==> config.mk <==
export PLATFORM = sky130hd
export DESIGN_NAME = cascaded_position_velocity_pid_core
export DESIGN_NICKNAME = d
export VERILOG_FILES = /design/src/hdl/cpvp_pkg.sv /design/src/hdl/cpvp_unwrap.sv /design/src/hdl/cpvp_mac.sv /design/src/hdl/cascaded_position_velocity_pid_core.sv
export SDC_FILE = /design/constraint.sdc
export NUM_CORES = 2
export LEC_CHECK = 0
export ABC_CLOCK_PERIOD_IN_PS = 28400
export BUFFER_PORTS_ARGS = -buffer_cell sky130_fd_sc_hd__clkbuf_2
export CORE_AREA = 10 10 480 482
export DETAILED_ROUTE_END_ITERATION = 10
export DIE_AREA = 0 0 490 492
export SYNTH_ARGS = -nofsm -noshare
export SYNTH_HDL_FRONTEND = slang
export SYNTH_SLANG_ARGS = --single-unit
==> constraint.sdc <==
create_clock -name clock -period 28.4 [get_ports clock]
set_input_delay 4.26 -clock clock [delete_from_list [all_inputs] [get_ports clock]]
set_output_delay 4.26 -clock clock [all_outputs]
set_load 0.02 [all_outputs]
==> src/hdl/cpvp_pkg.sv <==
// Package with widths, constants and shared types of the cascaded PID core.
`timescale 1ns / 1ps

package cpvp_pkg;

   // Default loop geometry
   localparam int TURN_UNITS_DEF     = 360;
   localparam int WRAP_THRESHOLD_DEF = 180;

   // Field widths
   localparam int ANGLE_W    = 9;
   localparam int SPEED_W    = 16;
   localparam int POS_W      = 32;
   localparam int GAIN_W     = 24;
   localparam int LIMIT_W    = 15;
   localparam int DRIVE_W    = 16;
   localparam int CSR_IDX_W  = 3;
   localparam int REQ_DATA_W = 96;
   localparam int RSP_DATA_W = 16;

   // Datapath widths
   localparam int Q_FRAC  = 12;
   localparam int OPER_W  = 34;
   localparam int CHUNK_W = OPER_W / 2;
   localparam int MULP_W  = CHUNK_W + GAIN_W;
   localparam int PROD_W  = OPER_W + GAIN_W;
   localparam int ACC_W   = PROD_W - Q_FRAC + 2;
   localparam int EV_W    = SPEED_W + 1;
   localparam int DEV_W   = EV_W + 1;

   // Saturation bounds of the position error sum
   localparam logic signed [POS_W-1:0] POS_SUM_MAX = {1'b0, {(POS_W-1){1'b1}}};
   localparam logic signed [POS_W-1:0] POS_SUM_MIN = {1'b1, {(POS_W-1){1'b0}}};

   // Register reset values
   localparam logic [GAIN_W-1:0]  POS_GAIN_P_RST   = 24'd409600;
   localparam logic [GAIN_W-1:0]  POS_GAIN_I_RST   = 24'd0;
   localparam logic [GAIN_W-1:0]  POS_GAIN_D_RST   = 24'd40960;
   localparam logic [GAIN_W-1:0]  VEL_GAIN_P_RST   = 24'd4096;
   localparam logic [GAIN_W-1:0]  VEL_GAIN_I_RST   = 24'd0;
   localparam logic [GAIN_W-1:0]  VEL_GAIN_D_RST   = 24'd0;
   localparam logic [LIMIT_W-1:0] DRIVE_LIMIT_RST  = 15'd30000;
   localparam logic [LIMIT_W-1:0] VEL_INT_LIMIT_RST = 15'd10000;

   // Register indexes
   localparam logic [CSR_IDX_W-1:0] CSR_POS_GAIN_P    = 3'd0;
   localparam logic [CSR_IDX_W-1:0] CSR_POS_GAIN_I    = 3'd1;
   localparam logic [CSR_IDX_W-1:0] CSR_POS_GAIN_D    = 3'd2;
   localparam logic [CSR_IDX_W-1:0] CSR_VEL_GAIN_P    = 3'd3;
   localparam logic [CSR_IDX_W-1:0] CSR_VEL_GAIN_I    = 3'd4;
   localparam logic [CSR_IDX_W-1:0] CSR_VEL_GAIN_D    = 3'd5;
   localparam logic [CSR_IDX_W-1:0] CSR_DRIVE_LIMIT   = 3'd6;
   localparam logic [CSR_IDX_W-1:0] CSR_VEL_INT_LIMIT = 3'd7;

   // Operations of the shared multiply-accumulate unit
   typedef enum logic [2:0] {
      MAC_IDLE = 3'd0,
      MAC_LOAD = 3'd1,
      MAC_LO   = 3'd2,
      MAC_HI   = 3'd3,
      MAC_ACC  = 3'd4
   } mac_op_type;

   typedef struct packed {
      logic       clear;
      mac_op_type op;
   } mac_ctl_type;

   // Controls of the angle unwrapper
   typedef struct packed {
      logic turn_step;
      logic advance;
   } unw_ctl_type;

endpackage

==> src/hdl/cpvp_unwrap.sv <==
// Angle unwrapper: holds the delayed raw angles and the turn counter.
`timescale 1ns / 1ps

module cpvp_unwrap #(
   parameter int WRAP_THRESHOLD = cpvp_pkg::WRAP_THRESHOLD_DEF
) (
   input  logic                          clock,
   input  logic                          reset,
   input  cpvp_pkg::unw_ctl_type         ctl,
   input  logic [cpvp_pkg::ANGLE_W-1:0]  angle_in,
   output logic [cpvp_pkg::ANGLE_W-1:0]  pending_angle,
   output logic [cpvp_pkg::POS_W-1:0]    turn_count
);

   logic [cpvp_pkg::ANGLE_W-1:0]        pending_ff, pending_in;
   logic [cpvp_pkg::ANGLE_W-1:0]        previous_ff, previous_in;
   logic [cpvp_pkg::POS_W-1:0]          turn_ff, turn_in;
   logic signed [cpvp_pkg::ANGLE_W:0]   delta;
   logic [cpvp_pkg::ANGLE_W:0]          delta_mag;
   logic                                wrapped;

   // Detect a jump of more than the wrap threshold between the last two angles
   always_comb begin
      delta     = $signed({1'b0, pending_ff}) - $signed({1'b0, previous_ff});
      delta_mag = (delta < 0) ? $unsigned(-delta) : $unsigned(delta);
      wrapped   = 32'(delta_mag) > 32'(WRAP_THRESHOLD);
   end

   // Step the turn count, then advance the angle history at the end of a tick
   always_comb begin
      pending_in  = pending_ff;
      previous_in = previous_ff;
      turn_in     = turn_ff;
      if (ctl.turn_step && wrapped) begin
         if (delta > 0) begin
            turn_in = turn_ff - 1'b1;
         end else begin
            turn_in = turn_ff + 1'b1;
         end
      end
      if (ctl.advance) begin
         previous_in = pending_ff;
         pending_in  = angle_in;
      end
   end

   always_ff @(posedge clock) begin
      if (reset) begin
         pending_ff  <= '0;
         previous_ff <= '0;
         turn_ff     <= '0;
      end else begin
         pending_ff  <= pending_in;
         previous_ff <= previous_in;
         turn_ff     <= turn_in;
      end
   end

   assign pending_angle = pending_ff;
   assign turn_count    = turn_ff;

endmodule

==> src/hdl/cpvp_mac.sv <==
// Shared multiply-accumulate unit: Q12.12 gain times signed operand, two passes.
`timescale 1ns / 1ps

module cpvp_mac (
   input  logic                                clock,
   input  cpvp_pkg::mac_ctl_type               ctl,
   input  logic [cpvp_pkg::GAIN_W-1:0]         gain,
   input  logic signed [cpvp_pkg::OPER_W-1:0]  operand,
   output logic signed [cpvp_pkg::ACC_W-1:0]   acc
);

   logic [cpvp_pkg::GAIN_W-1:0]        gain_ff, gain_in;
   logic [cpvp_pkg::OPER_W-1:0]        mag_ff, mag_in;
   logic                               neg_ff, neg_in;
   logic [cpvp_pkg::PROD_W-1:0]        prod_ff, prod_in;
   logic signed [cpvp_pkg::ACC_W-1:0]  acc_ff, acc_in;
   logic [cpvp_pkg::CHUNK_W-1:0]       mul_a;
   logic [cpvp_pkg::MULP_W-1:0]        mul_p;
   logic signed [cpvp_pkg::ACC_W-1:0]  term;

   // One 24 x 17 multiplier, fed the low or high half of the magnitude
   always_comb begin
      mul_a = (ctl.op == cpvp_pkg::MAC_HI) ? mag_ff[cpvp_pkg::OPER_W-1:cpvp_pkg::CHUNK_W]
                                           : mag_ff[cpvp_pkg::CHUNK_W-1:0];
      mul_p = cpvp_pkg::MULP_W'(mul_a) * cpvp_pkg::MULP_W'(gain_ff);
      term  = $signed(cpvp_pkg::ACC_W'(prod_ff[cpvp_pkg::PROD_W-1:cpvp_pkg::Q_FRAC]));
   end

   // Load sign and magnitude, build the product, add the truncated term
   always_comb begin
      gain_in = gain_ff;
      mag_in  = mag_ff;
      neg_in  = neg_ff;
      prod_in = prod_ff;
      acc_in  = acc_ff;
      unique case (ctl.op)
         cpvp_pkg::MAC_IDLE: begin
         end
         cpvp_pkg::MAC_LOAD: begin
            gain_in = gain;
            neg_in  = operand[cpvp_pkg::OPER_W-1];
            mag_in  = operand[cpvp_pkg::OPER_W-1] ? $unsigned(-operand) : $unsigned(operand);
         end
         cpvp_pkg::MAC_LO: begin
            prod_in = cpvp_pkg::PROD_W'(mul_p);
         end
         cpvp_pkg::MAC_HI: begin
            prod_in = prod_ff + {mul_p, {cpvp_pkg::CHUNK_W{1'b0}}};
         end
         cpvp_pkg::MAC_ACC: begin
            acc_in = neg_ff ? (acc_ff - term) : (acc_ff + term);
         end
         default: begin
         end
      endcase
      if (ctl.clear) begin
         acc_in = '0;
      end
   end

   always_ff @(posedge clock) begin
      gain_ff <= gain_in;
      mag_ff  <= mag_in;
      neg_ff  <= neg_in;
      prod_ff <= prod_in;
      acc_ff  <= acc_in;
   end

   assign acc = acc_ff;

endmodule

==> src/hdl/cascaded_position_velocity_pid_core.sv <==
// Top level of the cascaded position and velocity PID core with its sequencer.
`timescale 1ns / 1ps

// One control tick per accepted item: the raw angle delivered on the previous
// tick is unwrapped into an absolute position, an outer position PID yields a
// speed target and an inner velocity PID yields the drive value, saturated to
// +-drive_limit. A new item is taken only in the idle state, so no item is
// accepted while one is in progress; each tick runs on the single shared
// 24 x 17 bit multiplier, which spends two passes plus a load and an accumulate
// step on each of the six gain products, besides the position, sum and clamp
// steps. The result sits in an output register and may wait there while the
// next item is taken in. hold_output only clears drive_send; all loop state
// advances as usual. Registers are to be written only while the core is idle; the core does not enforce this.

module cascaded_position_velocity_pid_core #(
   parameter int TURN_UNITS     = cpvp_pkg::TURN_UNITS_DEF,
   parameter int WRAP_THRESHOLD = cpvp_pkg::WRAP_THRESHOLD_DEF
) (
   input  logic                                clock,
   input  logic                                reset,
   // raw_angle[8:0], measured_speed[24:9], target_position[56:25],
   // zero_offset[88:57], zero[95:89]
   input  logic [cpvp_pkg::REQ_DATA_W-1:0]     req_tdata,
   // hold_output
   input  logic                                req_tuser,
   input  logic                                req_tvalid,
   output logic                                req_tready,
   // drive_value[15:0]
   output logic [cpvp_pkg::RSP_DATA_W-1:0]     rsp_tdata,
   // drive_send
   output logic                                rsp_tuser,
   output logic                                rsp_tvalid,
   input  logic                                rsp_tready,
   input  logic                                csr_wen,
   input  logic [cpvp_pkg::CSR_IDX_W-1:0]      csr_index,
   input  logic [cpvp_pkg::GAIN_W-1:0]         csr_wdata
);

   typedef enum logic [12:0] {
      ST_IDLE = 13'b0000000000001,
      ST_TURN = 13'b0000000000010,
      ST_POSN = 13'b0000000000100,
      ST_ERR  = 13'b0000000001000,
      ST_PSUM = 13'b0000000010000,
      ST_LOAD = 13'b0000000100000,
      ST_MLO  = 13'b0000001000000,
      ST_MHI  = 13'b0000010000000,
      ST_ACC  = 13'b0000100000000,
      ST_UCLP = 13'b0001000000000,
      ST_VSUM = 13'b0010000000000,
      ST_VCLP = 13'b0100000000000,
      ST_RSVD = 13'b1000000000000
   } state_type;

   // Gain product order
   localparam logic [2:0] TERM_POS_P = 3'd0;
   localparam logic [2:0] TERM_POS_I = 3'd1;
   localparam logic [2:0] TERM_POS_D = 3'd2;
   localparam logic [2:0] TERM_VEL_P = 3'd3;
   localparam logic [2:0] TERM_VEL_I = 3'd4;
   localparam logic [2:0] TERM_VEL_D = 3'd5;

   localparam int AW = cpvp_pkg::ACC_W;
   localparam int PW = cpvp_pkg::POS_W;

   // Configuration registers
   logic [cpvp_pkg::GAIN_W-1:0]   pos_gp_ff, pos_gp_in, pos_gi_ff, pos_gi_in;
   logic [cpvp_pkg::GAIN_W-1:0]   pos_gd_ff, pos_gd_in, vel_gp_ff, vel_gp_in;
   logic [cpvp_pkg::GAIN_W-1:0]   vel_gi_ff, vel_gi_in, vel_gd_ff, vel_gd_in;
   logic [cpvp_pkg::LIMIT_W-1:0]  drive_lim_ff, drive_lim_in;
   logic [cpvp_pkg::LIMIT_W-1:0]  vint_lim_ff, vint_lim_in;

   // Latched item
   logic [cpvp_pkg::ANGLE_W-1:0]        angle_ff, angle_in;
   logic signed [cpvp_pkg::SPEED_W-1:0] speed_ff, speed_in;
   logic [PW-1:0]                       target_ff, target_in;
   logic [PW-1:0]                       offset_ff, offset_in;
   logic                                hold_ff, hold_in;

   // Loop state and intermediates
   logic [PW-1:0]                       tprod_ff, tprod_in;
   logic signed [PW-1:0]                e_ff, e_in;
   logic signed [PW-1:0]                pos_sum_ff, pos_sum_in;
   logic signed [PW-1:0]                last_e_ff, last_e_in;
   logic signed [cpvp_pkg::EV_W-1:0]    ev_ff, ev_in;
   logic signed [cpvp_pkg::EV_W-1:0]    last_ev_ff, last_ev_in;
   logic signed [cpvp_pkg::SPEED_W-1:0] spd_sum_ff, spd_sum_in;

   // Output register and sequencer
   logic signed [cpvp_pkg::DRIVE_W-1:0] drive_ff, drive_in;
   logic                                send_ff, send_in;
   logic                                out_valid_ff, out_valid_in;
   logic [2:0]                          term_ff, term_in;
   state_type                           state_ff, state_in;

   logic [cpvp_pkg::ANGLE_W-1:0]        pending_angle;
   logic [PW-1:0]                       turn_count;
   logic signed [AW-1:0]                acc;
   logic signed [cpvp_pkg::OPER_W-1:0]  operand;
   logic [cpvp_pkg::GAIN_W-1:0]         gain;
   logic signed [PW:0]                  diff_e;
   logic signed [cpvp_pkg::DEV_W-1:0]   diff_ev;
   logic signed [PW:0]                  psum_wide;
   logic signed [cpvp_pkg::DEV_W-1:0]   vsum_wide;
   logic signed [cpvp_pkg::DRIVE_W-1:0] u_clamped;
   logic                                out_free;
   cpvp_pkg::mac_ctl_type               mac_ctl;
   cpvp_pkg::unw_ctl_type               unw_ctl;

   // Symmetric clamp of a wide signed value to +-lim
   function automatic logic signed [cpvp_pkg::DRIVE_W-1:0] clamp_sym(
      input logic signed [AW-1:0]          v,
      input logic [cpvp_pkg::LIMIT_W-1:0]  lim
   );
      logic signed [AW-1:0]                hi;
      logic signed [AW-1:0]                lo;
      logic signed [cpvp_pkg::DRIVE_W-1:0] r;
      hi = $signed(AW'(lim));
      lo = -hi;
      if (v > hi) begin
         r = cpvp_pkg::DRIVE_W'(hi);
      end else if (v < lo) begin
         r = cpvp_pkg::DRIVE_W'(lo);
      end else begin
         r = cpvp_pkg::DRIVE_W'(v);
      end
      return r;
   endfunction

   cpvp_unwrap #(
      .WRAP_THRESHOLD (WRAP_THRESHOLD)
   ) u_unwrap (
      .clock         (clock),
      .reset         (reset),
      .ctl           (unw_ctl),
      .angle_in      (angle_ff),
      .pending_angle (pending_angle),
      .turn_count    (turn_count)
   );

   cpvp_mac u_mac (
      .clock   (clock),
      .ctl     (mac_ctl),
      .gain    (gain),
      .operand (operand),
      .acc     (acc)
   );

   // Select the gain and the error operand of the current product
   always_comb begin
      diff_e  = (PW + 1)'(e_ff) - (PW + 1)'(last_e_ff);
      diff_ev = cpvp_pkg::DEV_W'(ev_ff) - cpvp_pkg::DEV_W'(last_ev_ff);
      unique case (term_ff)
         TERM_POS_P: begin
            gain    = pos_gp_ff;
            operand = cpvp_pkg::OPER_W'(e_ff);
         end
         TERM_POS_I: begin
            gain    = pos_gi_ff;
            operand = cpvp_pkg::OPER_W'(pos_sum_ff);
         end
         TERM_POS_D: begin
            gain    = pos_gd_ff;
            operand = cpvp_pkg::OPER_W'(diff_e);
         end
         TERM_VEL_P: begin
            gain    = vel_gp_ff;
            operand = cpvp_pkg::OPER_W'(ev_ff);
         end
         TERM_VEL_I: begin
            gain    = vel_gi_ff;
            operand = cpvp_pkg::OPER_W'(spd_sum_ff);
         end
         TERM_VEL_D: begin
            gain    = vel_gd_ff;
            operand = cpvp_pkg::OPER_W'(diff_ev);
         end
         default: begin
            gain    = '0;
            operand = '0;
         end
      endcase
   end

   // Take configuration writes; unknown indexes cannot occur at this width
   always_comb begin
      pos_gp_in    = pos_gp_ff;
      pos_gi_in    = pos_gi_ff;
      pos_gd_in    = pos_gd_ff;
      vel_gp_in    = vel_gp_ff;
      vel_gi_in    = vel_gi_ff;
      vel_gd_in    = vel_gd_ff;
      drive_lim_in = drive_lim_ff;
      vint_lim_in  = vint_lim_ff;
      if (csr_wen) begin
         unique case (csr_index)
            cpvp_pkg::CSR_POS_GAIN_P:    pos_gp_in    = csr_wdata;
            cpvp_pkg::CSR_POS_GAIN_I:    pos_gi_in    = csr_wdata;
            cpvp_pkg::CSR_POS_GAIN_D:    pos_gd_in    = csr_wdata;
            cpvp_pkg::CSR_VEL_GAIN_P:    vel_gp_in    = csr_wdata;
            cpvp_pkg::CSR_VEL_GAIN_I:    vel_gi_in    = csr_wdata;
            cpvp_pkg::CSR_VEL_GAIN_D:    vel_gd_in    = csr_wdata;
            cpvp_pkg::CSR_DRIVE_LIMIT:   drive_lim_in = csr_wdata[cpvp_pkg::LIMIT_W-1:0];
            cpvp_pkg::CSR_VEL_INT_LIMIT: vint_lim_in  = csr_wdata[cpvp_pkg::LIMIT_W-1:0];
            default: begin
            end
         endcase
      end
   end

   assign req_tready = (state_ff == ST_IDLE);
   assign out_free   = !out_valid_ff || rsp_tready;

   // Sequencer: position error, outer PID, speed error, inner PID, result
   always_comb begin
      angle_in     = angle_ff;
      speed_in     = speed_ff;
      target_in    = target_ff;
      offset_in    = offset_ff;
      hold_in      = hold_ff;
      tprod_in     = tprod_ff;
      e_in         = e_ff;
      pos_sum_in   = pos_sum_ff;
      last_e_in    = last_e_ff;
      ev_in        = ev_ff;
      last_ev_in   = last_ev_ff;
      spd_sum_in   = spd_sum_ff;
      drive_in     = drive_ff;
      send_in      = send_ff;
      out_valid_in = out_valid_ff;
      term_in      = term_ff;
      state_in     = state_ff;
      mac_ctl      = '{clear: 1'b0, op: cpvp_pkg::MAC_IDLE};
      unw_ctl      = '{turn_step: 1'b0, advance: 1'b0};
      psum_wide    = (PW + 1)'(pos_sum_ff) + (PW + 1)'(e_ff);
      vsum_wide    = cpvp_pkg::DEV_W'(spd_sum_ff) + cpvp_pkg::DEV_W'(ev_ff);
      u_clamped    = clamp_sym(acc, drive_lim_ff);

      // Drop the result once it is taken
      if (rsp_tvalid && rsp_tready) begin
         out_valid_in = 1'b0;
      end

      unique case (state_ff)
         ST_IDLE: begin
            if (req_tvalid) begin
               angle_in    = req_tdata[8:0];
               speed_in    = $signed(req_tdata[24:9]);
               target_in   = req_tdata[56:25];
               offset_in   = req_tdata[88:57];
               hold_in     = req_tuser;
               term_in     = TERM_POS_P;
               mac_ctl     = '{clear: 1'b1, op: cpvp_pkg::MAC_IDLE};
               state_in    = ST_TURN;
            end
         end
         ST_TURN: begin
            unw_ctl  = '{turn_step: 1'b1, advance: 1'b0};
            state_in = ST_POSN;
         end
         ST_POSN: begin
            tprod_in = PW'(turn_count * PW'(TURN_UNITS));
            state_in = ST_ERR;
         end
         ST_ERR: begin
            e_in     = $signed(target_ff - (PW'(pending_angle) + tprod_ff - offset_ff));
            state_in = ST_PSUM;
         end
         ST_PSUM: begin
            // Saturate the position error sum to 32 bits signed
            if (psum_wide[PW] != psum_wide[PW-1]) begin
               pos_sum_in = psum_wide[PW] ? cpvp_pkg::POS_SUM_MIN : cpvp_pkg::POS_SUM_MAX;
            end else begin
               pos_sum_in = PW'(psum_wide);
            end
            state_in = ST_LOAD;
         end
         ST_LOAD: begin
            mac_ctl  = '{clear: 1'b0, op: cpvp_pkg::MAC_LOAD};
            state_in = ST_MLO;
         end
         ST_MLO: begin
            mac_ctl  = '{clear: 1'b0, op: cpvp_pkg::MAC_LO};
            state_in = ST_MHI;
         end
         ST_MHI: begin
            mac_ctl  = '{clear: 1'b0, op: cpvp_pkg::MAC_HI};
            state_in = ST_ACC;
         end
         ST_ACC: begin
            mac_ctl = '{clear: 1'b0, op: cpvp_pkg::MAC_ACC};
            if (term_ff == TERM_POS_D) begin
               state_in = ST_UCLP;
            end else if (term_ff == TERM_VEL_D) begin
               state_in = ST_VCLP;
            end else begin
               term_in  = term_ff + 3'd1;
               state_in = ST_LOAD;
            end
         end
         ST_UCLP: begin
            // Clamp the speed target and form the speed error
            ev_in    = cpvp_pkg::EV_W'(u_clamped) - cpvp_pkg::EV_W'(speed_ff);
            mac_ctl  = '{clear: 1'b1, op: cpvp_pkg::MAC_IDLE};
            term_in  = TERM_VEL_P;
            state_in = ST_VSUM;
         end
         ST_VSUM: begin
            spd_sum_in = clamp_sym(AW'(vsum_wide), vint_lim_ff);
            state_in   = ST_LOAD;
         end
         ST_VCLP: begin
            // Wait for a free output register, then commit the tick
            if (out_free) begin
               drive_in     = u_clamped;
               send_in      = !hold_ff;
               out_valid_in = 1'b1;
               last_e_in    = e_ff;
               last_ev_in   = ev_ff;
               unw_ctl      = '{turn_step: 1'b0, advance: 1'b1};
               state_in     = ST_IDLE;
            end
         end
         default: begin
            state_in = ST_IDLE;
         end
      endcase
   end

   // Control and loop state
   always_ff @(posedge clock) begin
      if (reset) begin
         state_ff     <= ST_IDLE;
         term_ff      <= TERM_POS_P;
         out_valid_ff <= 1'b0;
         pos_sum_ff   <= '0;
         last_e_ff    <= '0;
         last_ev_ff   <= '0;
         spd_sum_ff   <= '0;
         pos_gp_ff    <= cpvp_pkg::POS_GAIN_P_RST;
         pos_gi_ff    <= cpvp_pkg::POS_GAIN_I_RST;
         pos_gd_ff    <= cpvp_pkg::POS_GAIN_D_RST;
         vel_gp_ff    <= cpvp_pkg::VEL_GAIN_P_RST;
         vel_gi_ff    <= cpvp_pkg::VEL_GAIN_I_RST;
         vel_gd_ff    <= cpvp_pkg::VEL_GAIN_D_RST;
         drive_lim_ff <= cpvp_pkg::DRIVE_LIMIT_RST;
         vint_lim_ff  <= cpvp_pkg::VEL_INT_LIMIT_RST;
      end else begin
         state_ff     <= state_in;
         term_ff      <= term_in;
         out_valid_ff <= out_valid_in;
         pos_sum_ff   <= pos_sum_in;
         last_e_ff    <= last_e_in;
         last_ev_ff   <= last_ev_in;
         spd_sum_ff   <= spd_sum_in;
         pos_gp_ff    <= pos_gp_in;
         pos_gi_ff    <= pos_gi_in;
         pos_gd_ff    <= pos_gd_in;
         vel_gp_ff    <= vel_gp_in;
         vel_gi_ff    <= vel_gi_in;
         vel_gd_ff    <= vel_gd_in;
         drive_lim_ff <= drive_lim_in;
         vint_lim_ff  <= vint_lim_in;
      end
   end

   // Payload registers
   always_ff @(posedge clock) begin
      angle_ff  <= angle_in;
      speed_ff  <= speed_in;
      target_ff <= target_in;
      offset_ff <= offset_in;
      hold_ff   <= hold_in;
      tprod_ff  <= tprod_in;
      e_ff      <= e_in;
      ev_ff     <= ev_in;
      drive_ff  <= drive_in;
      send_ff   <= send_in;
   end

   assign rsp_tvalid = out_valid_ff;
   assign rsp_tdata  = drive_ff;
   assign rsp_tuser  = send_ff;

endmodule

=== Yosys cells after proc, flatten, opt, wreduce, memory -nomap -nowiden ===
Index checks and enable logic that the tools add are counted.

* Eq/ne operators: 33
* Add/sub/neg operators: 19
* Order comparisons: 7
* Muxes and demuxes: 30
* Reduce and logical (&&, ||, !) cells: 22
* Multiply operators: 2

{| class="wikitable"
|+ Operators with widths
! operator !! number
|-
| $pmux W34 S6 || 1
|-
| $pmux W24 S6 || 1
|-
| $pmux W13 S11 || 1
|-
| $pmux W58 S2 || 1
|-
| $mux W32 || 3
|-
| $neg A15 Y48 || 2
|-
| $mux W16 || 4
|-
| $sub A32 B32 Y32 || 2
|-
| $add A58 B58 Y58 || 1
|-
| $add A48 B47 Y48 || 1
|-
| $gt A48 B16 Y1 || 1
|-
| $lt A18 B48 Y1 || 1
|-
| $lt A48 B48 Y1 || 1
|-
| $mux W48 || 1
|-
| $sub A48 B47 Y48 || 1
|-
| $mul A17 B24 Y41 || 1
|-
| $neg A34 Y34 || 1
|-
| $add A32 B32 Y33 || 1
|-
| $mux W33 || 1
|-
| $sub A32 B32 Y33 || 1
|-
| $add A32 B1 Y32 const B || 1
|-
| $add A9 B32 Y32 || 1
|-
| $mul A32 B6 Y29 const B || 1
|-
| $sub A32 B1 Y32 const B || 1
|-
| 46 further kinds || 82
|}

* Input bits: 129
* Register bits: 688
* Word-level logic and storage cells: 147
* Output and inout bits: 19

=== Longest topological paths before layout ===
* Word-level depth: 7
* Gate-level depth with buffers: 43

=== Hierarchy ===
A second synthesis with hierarchy kept.

* Cells, all modules: 7158
* Area total of the unflattened synthesis: 61976.9 um2

{| class="wikitable"
|+ By module, submodules not included
! module !! cells each !! area each (um2) !! instances !! seq. area each (um2)
|-
| cascaded_position_velocity_pid_core || 3734 || 33021.7 || 1 || 11300.8
|-
| cpvp_mac || 2944 || 24887.6 || 1 || 4113.9
|-
| cpvp_unwrap || 480 || 4067.7 || 1 || 1001.0
|}

=== Worst setup path before layout ===
No wires, ideal clock.

* Path type: register to register
* From: reg state_ff[2]
* To: reg u_mac.prod_ff[52] (netlist bit), data pin
* Data arrival time: 9425 ps
* Slack: 18709 ps
* Required time: 28134 ps
* Cell stages (with the launch flop): 40
* Cells stage by stage: dfxtp_1 -> or4_1 -> nor2_1 -> nand2_1 -> nor3b_1 -> clkbuf_1 -> nand2_1 -> nand2_1 -> clkbuf_1 -> nand2_1 -> fa_1 -> fa_1 -> inv_1 -> fa_1 -> ha_1 -> inv_1 -> fa_1 -> inv_1 -> [4 not listed] -> a41oi_1 -> o211ai_1 -> a21oi_1 -> o21bai_1 -> a21oi_1 -> xnor2_1 -> ha_1 -> a21o_1 -> a21oi_1 -> o21bai_1 -> a21oi_1 -> o21bai_1 -> a21oi_1 -> o32ai_1 -> o41ai_1 -> o21ai_0 -> xnor2_1 -> nor2_1

* Longest elaborated chain between the ends: 7
* Elaborated cells on any way between the ends: 13
* Classes of those cells: add/sub: 1; mul: 1; eq/ne: 8; mux: 3

{| class="wikitable"
|+ Ends and longest elaborated chain
! what !! line !! RTL
|-
| from (decl) || cascaded_position_velocity_pid_core.sv:94 || <nowiki>state_type state_ff, state_in;</nowiki>
|-
| from (signal assigned) || cascaded_position_velocity_pid_core.sv:349 || <nowiki>state_ff <= state_in;</nowiki>
|-
| $eq A13 B10 Y1, or another cell as far along || cascaded_position_velocity_pid_core.sv:244 || <nowiki>unique case (state_ff)</nowiki>
|-
| $pmux W4 S6 (*) || cascaded_position_velocity_pid_core.sv:244 ||
|-
| $eq A3 B2 Y1 || cpvp_mac.sv:23, cpvp_mac.sv:36 ||
|-
| $mux W17 || cpvp_mac.sv:23 || <nowiki>mul_a = (ctl.op == cpvp_pkg::MAC_HI) ? mag_ff[cpvp_pkg::OPER_W-1:cpvp_pkg::CHUNK_W]</nowiki>
|-
| $mul A17 B24 Y41 || cpvp_mac.sv:25 || <nowiki>mul_p = cpvp_pkg::MULP_W'(mul_a) * cpvp_pkg::MULP_W'(gain_ff);</nowiki>
|-
| $add A58 B58 Y58 || cpvp_mac.sv:48 || <nowiki>prod_in = prod_ff + {mul_p, {cpvp_pkg::CHUNK_W{1'b0}}};</nowiki>
|-
| $pmux W58 S2 (*) || cpvp_mac.sv:36 || <nowiki>unique case (ctl.op)</nowiki>
|-
| to (signal assigned) || cpvp_mac.sv:65 || <nowiki>prod_ff <= prod_in;</nowiki>
|-
| to (decl) || cpvp_mac.sv:15 || <nowiki>logic [cpvp_pkg::PROD_W-1:0] prod_ff, prod_in;</nowiki>
|}

Mark *: on every way between the ends. The rest lies on a longest branch, timed or not.
A chain may end at the register's enable or synchronous reset.

=== Final worst setup path ===
* From: reg state_ff[2]
* To: reg u_mac.prod_ff[56] (netlist bit), data pin

Same word-level chain as after synthesis.

==> results.json <==
{
  "outcome": "completed",
  "synth_top_cells_by_area": "edfxtp_1 14%, fa_1 14%, dfxtp_1 12%",
  "clkSinkCount": 672,
  "synth_nets": 8277,
  "die_area_mm2": 0.241,
  "drtIter0Drc": 3560,
  "grt_pass1_vias": 50300,
  "ys_types": 91,
  "finalSetupTns_ns": 0,
  "fin_crit_ns": 10.93,
  "ir_drop_mv": 0.0480,
  "path_class": "reg2reg",
  "row_count": 173,
  "tightest_slew_ns": 1.24,
  "drc": 0,
  "synthXorXnorAreaFrac": 0.0510,
  "clkTransAtPathRegs_ns": 0.06,
  "die_x_um": 490,
  "clk_latency_ns": 0.68,
  "wl_per_cell_um": 16.8,
  "avgSynthCellArea_um2": 8.59,
  "post-cts-setup-buffers": 0,
  "fillCellCount": 23000,
  "holdCritPathClass": "reg2reg",
  "synth-compound-area-share": 0.166,
  "synth-simple-area-share": 0.167,
  "start_util": 0.278,
  "h-tree-depth": 3,
  "hold_ws_ns": 0.449,
  "cts_tree": "built",
  "coreArea_mm2": 0.221,
  "final_layout_size_suffix_gt1_frac": 0.0630,
  "crit_arrival_ns": 11.34,
  "cap_violations": 0,
  "routed-via-count": 50500,
  "timing_hold_violations_final": 0,
  "grt_max_degree": 116,
  "synth_mux_area_frac": 0.0203,
  "area_delta_synth_final_pct": 10.7,
  "firstDrtPassIters": 9,
  "power_density_mw_per_mm2": 35.3,
  "rsz0062_at_grt": "no",
  "leakage_nw": 29.2,
  "fin_crit_sh": 0.385,
  "routed_wl_um": 171000,
  "dpl.hpwl_um": 129000,
  "endpoint_kind": "flip-flop",
  "ys_warn_count": 0,
  "synth_ff_type": "dfxtp_1",
  "grt.total_usage": 0.137,
  "worstPathRequired_ns": 28.81,
  "antenna_found_initial": 17,
  "fmax_mhz": 91.5,
  "io_buffers": 140,
  "cts_root_buf": "clkbuf_16",
  "routed_via_density": 4.96,
  "synth-edff-count": 290,
  "cts_resized": 0,
  "grt_first_pass_wirelength_um": 274000,
  "critical_path.max_fanout": 25,
  "synth_top_area_cell": "edfxtp_1",
  "ys_seq_area_frac": 0.267,
  "grt_remaining_overflow": 0,
  "worstSetupStartpointType": "flip-flop",
  "synth_top_family_by_area": "adder cells",
  "ys_ff_latch": 672,
  "synth_fa_ha_area_frac": 0.258,
  "cts_buffer_depth": 3,
  "fin_nets": 8270,
  "die_y_um": 492,
  "max_stage_delay_ns": 0.73,
  "final-setup-viol-count": 0,
  "netlist_instances": 7144,
  "drv_slew": 0,
  "pin_count": 148,
  "synth_top_area_share": 0.142,
  "numCtsBuffers": 79,
  "cts_hold_buf": 0,
  "fin_skew_ns": 0.0387,
  "routabilityCongestion": 0.859,
  "crit_slowest_cell": "o41ai_1",
  "ant_nets": 0,
  "slew_headroom": 0.171,
  "syn_area_mm2": 0.0613,
  "p_total_mw": 2.39,
  "synthArstFlopShare": 0
}
==> cell families (layout without fill, tap and decap cells) <==
kind of cell / after synthesis / in the layout
AND/OR/NAND/NOR: 2233 / 2233
AO/OA/AOI/OAI: 1607 / 1607
buffers and inverters: 1142 / 1201
adder cells (fa/ha/maj): 1016 / 1016
flip-flops: 672 / 672
XOR/XNOR: 357 / 357
multiplexers: 116 / 116
other: 1 / 3
==> worst paths after layout <==
| kind | startpoint | end | slack (ns) | depth (start not counted) |
|---|---|---|---|---|
| worst min-delay path | u_unwrap.previous_ff[3]$_SDFFE_PP0P_ | u_unwrap.previous_ff[3]$_SDFFE_PP0P_ | 0.45 | 2 |
| worst max-delay path | state_ff[2]$_SDFFE_PP0P_ | u_mac.prod_ff[56]$_SDFFCE_PN0P_ | 17.47 | 39 |
| worst max register to register | state_ff[2]$_SDFFE_PP0P_ | u_mac.prod_ff[56]$_SDFFCE_PN0P_ | 17.47 | 39 |
| worst min register to register | u_unwrap.previous_ff[3]$_SDFFE_PP0P_ | u_unwrap.previous_ff[3]$_SDFFE_PP0P_ | 0.45 | 2 |
==> power by group <==
part | switching, mW | leakage, nW | internal (mW)
Sequential | 0.0100 | 5.75 | 1.04
Clock | 0.438 | 1.30 | 0.631
Combinational | 0.181 | 22.2 | 0.0971
Total | 0.629 | 29.2 | 1.77
==> flip-flops by register name, indices dropped and copies added, names as in the netlist, 29 cells and up <==
signal               count
last_e_ff               32
pos_sum_ff              32
u_mac.prod_ff           46
u_unwrap.turn_count     29
e_ff                    32
u_mac.mag_ff            34
u_mac.acc               48
offset_ff               32
target_ff               32
tprod_ff                29
==> layer usage <==
layer  vias up  global-route usage  routed length (um)
li1      24400                   -                   -
met1     24500               0.182               76800
met2      1335               0.233               81000
met3       281              0.0147                7900
met4         0              0.0461                5720
met5         -                   0                   0
==> cell usage after synthesis, types with 91 or more instances <==
cell	number
a21oi_1	629
and2_1	163
edfxtp_1	290
xor2_1	95
xnor2_1	262
fa_1	422
o21ai_0	229
ha_1	582
nand3_1	91
inv_1	845
nand2_1	1108
a21o_1	157
dfxtp_1	382
nor2_1	375
nor3_1	109
clkbuf_1	246
==> area by class of cell <==
| cell class | count | area, um2 | area share |
|---|---|---|---|
| antenna | 2 | 5.00 | 0.0000737 |
| clock buffer | 104 | 2160 | 0.0319 |
| clock inverter | 43 | 515 | 0.00759 |
| inverter | 846 | 3180 | 0.0468 |
| multi-input combinational | 5330 | 40700 | 0.600 |
| sequential | 672 | 16400 | 0.241 |
| tap | 2975 | 3720 | 0.0548 |
| timing repair buffer | 208 | 1220 | 0.0180 |
==> cell usage in the layout, fill, tap and decap left out, types with 95 or more instances in the layout <==
cell / Yosys / routed
nor3_1: 109 / 107
inv_1: 845 / 844
a21oi_1: 629 / 629
nand2_1: 1108 / 1107
edfxtp_1: 290 / 290
o21ai_0: 229 / 229
nor2_1: 375 / 369
xor2_1: 95 / 95
fa_1: 422 / 422
a21o_1: 157 / 157
xnor2_1: 262 / 262
and2_1: 163 / 163
ha_1: 582 / 581
dfxtp_1: 382 / 381
clkbuf_2: 16 / 139
==> worst max-delay path, delay by kind of cell, from the launching register on <==
family                     cells  cell delay (ns)
and+or+nand+nor                8             1.39
adders and majority gates      8             3.60
xor gates and xnor gates       2             0.44
AOI/OAI and AO/OA             16             4.03
buffers and inverters          5             0.82
DFF                            1             0.33
==> stage by stage <==
stage	worst slack [ns]	cell area, um2	cells	utilization
final	17.47	67900	10200	0.307
after global routing	16.68	67900	10200	0.307
after CTS	17.59	67900	10200	0.307
after detailed placement	17.62	65200	10000	0.295
after global placement	17.74	65200	10000	0.295
after floorplan	18.71	61300	7144	-
Power figures use the tool's default switching activity.
